$ cat src/hdl/cau_pkg.sv
package cau_pkg;

  localparam int FRAC_BITS = 8;
  localparam int DW = 16;
  // products of two 16-bit values, and sums of two of them
  localparam int PW = 33;
  // numerator after scaling and rounding room
  localparam int NW = PW + FRAC_BITS + 1;
  // quotient bits produced by the divide chain
  localparam int QW = 18 + FRAC_BITS;
  // root bits: sqrt of a 33-bit value
  localparam int RW = 17;
  // cells in the chain; quotient needs one bit per cell
  localparam int NCELL = QW;
  localparam int RPC = (RW + NCELL - 1) / NCELL;

  typedef enum logic [2:0] {
    OP_ADD = 3'd0,
    OP_SUB = 3'd1,
    OP_MUL = 3'd2,
    OP_DIV = 3'd3,
    OP_MAG = 3'd4
  } op_t;

  typedef struct packed {
    logic [2:0]         operation;
    logic signed [15:0] a_re;
    logic signed [15:0] a_im;
    logic signed [15:0] b_re;
    logic signed [15:0] b_im;
  } in_word_t;

  typedef struct packed {
    logic signed [15:0] res_re;
    logic signed [15:0] res_im;
    logic               overflow;
    logic               divide_by_zero;
  } out_word_t;

  // word traveling along the chain of cells
  typedef struct packed {
    logic              vld;
    logic [2:0]        op;
    logic              dz;
    logic              neg_re;
    logic              neg_im;
    logic [NW-1:0]     rem_re;   // partial remainders
    logic [NW-1:0]     rem_im;
    logic [NW-1:0]     den;      // divisor (den) or unused
    logic [QW-1:0]     q_re;     // quotient bits so far
    logic [QW-1:0]     q_im;
    logic [PW:0]       rs;       // root remainder
    logic [RW-1:0]     rr;       // root so far
    logic signed [PW:0] dir_re;  // direct results for add/sub/mul
    logic signed [PW:0] dir_im;
  } chain_t;

  function automatic logic signed [15:0] sat16(input logic signed [NW:0] v,
                                                output logic ovf);
    begin
      ovf = 1'b0;
      if (v > 32767) begin
        ovf = 1'b1;
        sat16 = 16'sh7fff;
      end else if (v < -32768) begin
        ovf = 1'b1;
        sat16 = -16'sh8000;
      end else begin
        sat16 = v[15:0];
      end
    end
  endfunction

endpackage

$ cat src/hdl/cau_cell.sv
module cau_cell (
  input  logic                 clk,
  input  logic                 rst,
  input  logic [4:0]           pos,
  input  cau_pkg::chain_t      word_in,
  output cau_pkg::chain_t      word_out
);
  import cau_pkg::*;

  chain_t w;
  logic [NW-1:0] dsh_re;
  logic [PW+RW:0] trial;
  logic [RW-1:0] rt;
  logic [PW:0]   rsv;
  int            k;
  int            rb;

  // one restoring quotient bit per cell, and root bits where assigned
  always_comb begin
    w = word_in;
    k = QW - 1 - int'(pos);
    dsh_re = '0;
    if ((NW'(word_in.den) << k) >> k == NW'(word_in.den)) begin
      dsh_re = NW'(word_in.den) << k;
      if (word_in.rem_re >= dsh_re) begin
        w.rem_re = word_in.rem_re - dsh_re;
        w.q_re[k] = 1'b1;
      end
      if (word_in.rem_im >= dsh_re) begin
        w.rem_im = word_in.rem_im - dsh_re;
        w.q_im[k] = 1'b1;
      end
    end
    rt  = word_in.rr;
    rsv = word_in.rs;
    trial = '0;
    rb = 0;
    for (int j = 0; j < RPC; j++) begin
      rb = RW - 1 - (int'(pos) * RPC + j);
      if (rb >= 0) begin
        trial = ((PW+RW+1)'(rt) << (rb + 1)) + ((PW+RW+1)'(1) << (2 * rb));
        if (trial <= (PW+RW+1)'(rsv)) begin
          rsv = rsv - (PW+1)'(trial);
          rt[rb] = 1'b1;
        end
      end
    end
    w.rr = rt;
    w.rs = rsv;
  end

  always_ff @(posedge clk) begin
    if (rst) begin
      word_out.vld <= 1'b0;
    end else begin
      word_out.vld <= w.vld;
    end
    word_out.op     <= w.op;
    word_out.dz     <= w.dz;
    word_out.neg_re <= w.neg_re;
    word_out.neg_im <= w.neg_im;
    word_out.rem_re <= w.rem_re;
    word_out.rem_im <= w.rem_im;
    word_out.den    <= w.den;
    word_out.q_re   <= w.q_re;
    word_out.q_im   <= w.q_im;
    word_out.rs     <= w.rs;
    word_out.rr     <= w.rr;
    word_out.dir_re <= w.dir_re;
    word_out.dir_im <= w.dir_im;
  end

endmodule

$ cat config.mk
export PLATFORM = sky130hd
export DESIGN_NAME = cau_cell
export DESIGN_NICKNAME = d
export VERILOG_FILES = /design/src/hdl/cau_pkg.sv /design/src/hdl/cau_cell.sv
export SDC_FILE = /design/constraint.sdc
export NUM_CORES = 1
export LEC_CHECK = 0
export BUFFER_PORTS_ARGS = -buffer_cell sky130_fd_sc_hd__buf_2
export CAP_MARGIN = 20
export CORE_MARGIN = 5
export CORE_UTILIZATION = 45
export CTS_CLUSTER_DIAMETER = 60
export DETAILED_ROUTE_END_ITERATION = 10
export PLACE_DENSITY_LB_ADDON = 0.3
export REMOVE_ABC_BUFFERS = 1
export SLEW_MARGIN = 5
export SYNTH_ARGS = -nofsm -noshare
export SYNTH_HDL_FRONTEND = slang
export SYNTH_SLANG_ARGS = --single-unit
$ cat constraint.sdc
create_clock -name clk -period 11.65 [get_ports clk]
set_input_delay 0 -clock clk [delete_from_list [all_inputs] [get_ports clk]]
set_output_delay 0 -clock clk [all_outputs]
set_load 0.05 [all_outputs]
==> results.json <==
{
  "synth_mux_area_share_pct": 14.1,
  "worstSetupPathType": "in2reg",
  "period_minus_slack_ns": 10.13,
  "cts_root_buffer": "clkbuf_16",
  "ys_types": 102,
  "syn_inst": 2700,
  "ios": 615,
  "relSlewSlack_pct": 26.5,
  "vias": 25300,
  "p_per_area_nw_per_um2": 131,
  "whs_ns": 0.0777,
  "ys_seq_area_share_pct": 26.2,
  "grt_max_degree": 78,
  "start_kind": "input pin",
  "crit_top_cell": "nor2_1",
  "p_int_uw": 2490,
  "syn_avg_cell_area_um2": 8.60,
  "synth_edf_count": 0,
  "fin_tns_setup_ns": 0,
  "synth-compound-area-share_pct": 23.4,
  "cts_buffers": 38,
  "power_frac_comb_pct": 43.0,
  "regMostFlops": "word_out",
  "grt_pass1_vias": 25300,
  "place.detailed.hpwl_um": 73200,
  "netlist_area_um2": 23200,
  "largest_reg_flops": 304,
  "yosysMostFrequentCell": "dfxtp_1",
  "avgRoutedWirePerCell_um": 22.9,
  "hold_violations": 0,
  "chipHeight_um": 237,
  "critPathMaxFanout": 49,
  "grt_overflow_total": 0,
  "yosys_warnings": 0,
  "routed_wirelength_um": 98000,
  "cts.reportedPaths.clkPinSlew_ns": 0.06,
  "seq_power_share_pct": 27.3,
  "power_uw": 4090,
  "ir_drop_mv": 0.117,
  "die_w_um": 237,
  "cp.arrival_ns": 10.56,
  "async_flop_share_pct": 0,
  "worst_ep_required_time_ns": 12.09,
  "start_util_pct": 45.4,
  "fmax_ghz": 0.0988,
  "synth.area.top_cells": "dfxtp_1 (26%), ha_1 (9.8%), mux4_2 (6.4%)",
  "coreArea_um2": 51200,
  "die_area_um2": 56300,
  "clock_sinks": 304,
  "ant_nets": 0,
  "synth-simple-area-share_pct": 16.3,
  "synth_top_area_share_pct": 26.2,
  "cp_slowest_stage_delay_ns": 0.70,
  "cap_violations": 0,
  "setup_viol": 0,
  "port-buffer-count": 614,
  "drv_slew": 0,
  "synth_top_family_by_area": "compound AO/OA/AOI/OAI gates",
  "yosysTopAreaCell": "dfxtp_1",
  "cts_buffer_depth": 3,
  "top_regs": "word_out (304)",
  "synth_xor_area_share_pct": 5.33,
  "clkPwrFrac_pct": 29.8,
  "crit_buf_inv": 5,
  "track_usage_pct": 33.0,
  "antenna_found_initial": 12,
  "p_leak_uw": 0.0144,
  "cts_tree": "done",
  "synth_top_flop_cell": "dfxtp_1",
  "htree_levels": 2,
  "viasPerCell": 5.91,
  "drtIter0Drc": 2285,
  "min_path_type": "in2reg",
  "ys_ff_latch": 304,
  "drt-pass1-iter-count": 5,
  "cp-end-kind": "register",
  "slowest_stage": "xnor2_1",
  "finalWeightedCongestion": 1.01,
  "nets": 4069,
  "status": "finished clean",
  "fin_crit_sh_pct": 86.9,
  "worst_pin_slew_ns": 1.10,
  "grt_first_pass_wirelength_um": 148000,
  "area_growth_pct": 34.5,
  "synth_common_cells": "dfxtp_1 (304), nand2_1 (254), nor2_1 (196), ha_1 (182), o21ai_0 (170)",
  "swShare_pct": 39.2,
  "p_sw_uw": 1600,
  "drc": 0,
  "drive_gt1_share_pct": 24.1,
  "fp-row-count": 83,
  "crit_family": "compound AO/OA/AOI/OAI gates",
  "synth_adder_area_share_pct": 10.1,
  "grt_setup_unrepaired": "false"
}
==> logic make-up (layout without fill, tap and decap cells) <==
family                     after synthesis  in the layout
xor gates and xnor gates               138            138
AOI/OAI and AO/OA                      793            793
DFF                                    304            304
adders and majority gates              186            186
buffers and inverters                  249           1144
other                                    1             12
muxes                                  236            236
and+or+nand+nor                        793            793
==> per-layer routing <==
layer	share of wire, %	global-route usage (%)
met5	0.063	0
met2	47	55.2
met1	39	41.1
met4	5.0	14.3
met3	9.4	7.18
==> final cells by class <==
type / count / area [um2]
multi-input cells: 2150 / 16100
diodes: 8 / 20.0
clock buffers: 46 / 1030
well taps: 680 / 851
fillers: 4380 / 20000
inverters: 127 / 477
flip-flops and latches: 304 / 6090
repair buffers: 952 / 6400
clock inverters: 19 / 255
==> placed cells by master (no fill, tap or decap), types with 30 or more instances in the layout <==
cell type,synthesis,layout
ha_1,182,181
clkbuf_16,0,39
o21a_1,30,30
a21o_1,87,87
buf_2,32,613
mux4_2,66,66
nand3_1,60,59
o21bai_1,64,64
nor3_1,58,58
mux2_2,42,42
mux2i_1,105,105
xor2_1,68,67
xnor2_1,67,66
o21ai_0,170,170
a31oi_1,30,30
a21oi_1,139,139
inv_1,120,120
dfxtp_1,304,304
nor2_1,196,196
nand2_1,254,254
and2_1,44,44
dlygate4sd3_1,0,310
==> final timing paths <==
kind	startpoint	to	slack, ns	cells after the start
setup / recovery	pos[0]	word_out[118]$_DFF_P_	1.52	40
hold / removal	word_in[48]	word_out[48]$_DFF_P_	0.08	2
==> metrics by stage <==
| step | cell area, um2 | utilization [%] | worst slack, ns | std cells |
|---|---|---|---|---|
| 2_1_floorplan | 22700 | - | 0.927 | 2581 |
| 3_3_place_gp | 26800 | 52.4 | 1.80 | 3903 |
| 3_5_place_dp | 26800 | 52.4 | 1.60 | 3903 |
| 4_1_cts | 31200 | 61.0 | 1.62 | 4278 |
| 5_1_grt | 31200 | 61.0 | 0.772 | 4286 |
| 6_report | 31200 | 61.0 | 1.52 | 4286 |
==> power by group through the flow <==
stage               Clock (uW)  Combinational (uW)  Sequential (uW)
floorplan                    0                 951             1340
global placement             0                1630             1140
detailed placement           0                1620             1140
CTS                       1230                1720             1110
global route              1290                1880             1120
finish                    1220                1760             1120
==> what timing repair did <==
action / in CTS / in global routing
hold endpoints to repair: 304 / 0
buffers inserted: 0 / 0
gates resized for setup: 0 / 0
hold buffers: 310 / 0
(Power assumes the default switching activity.)
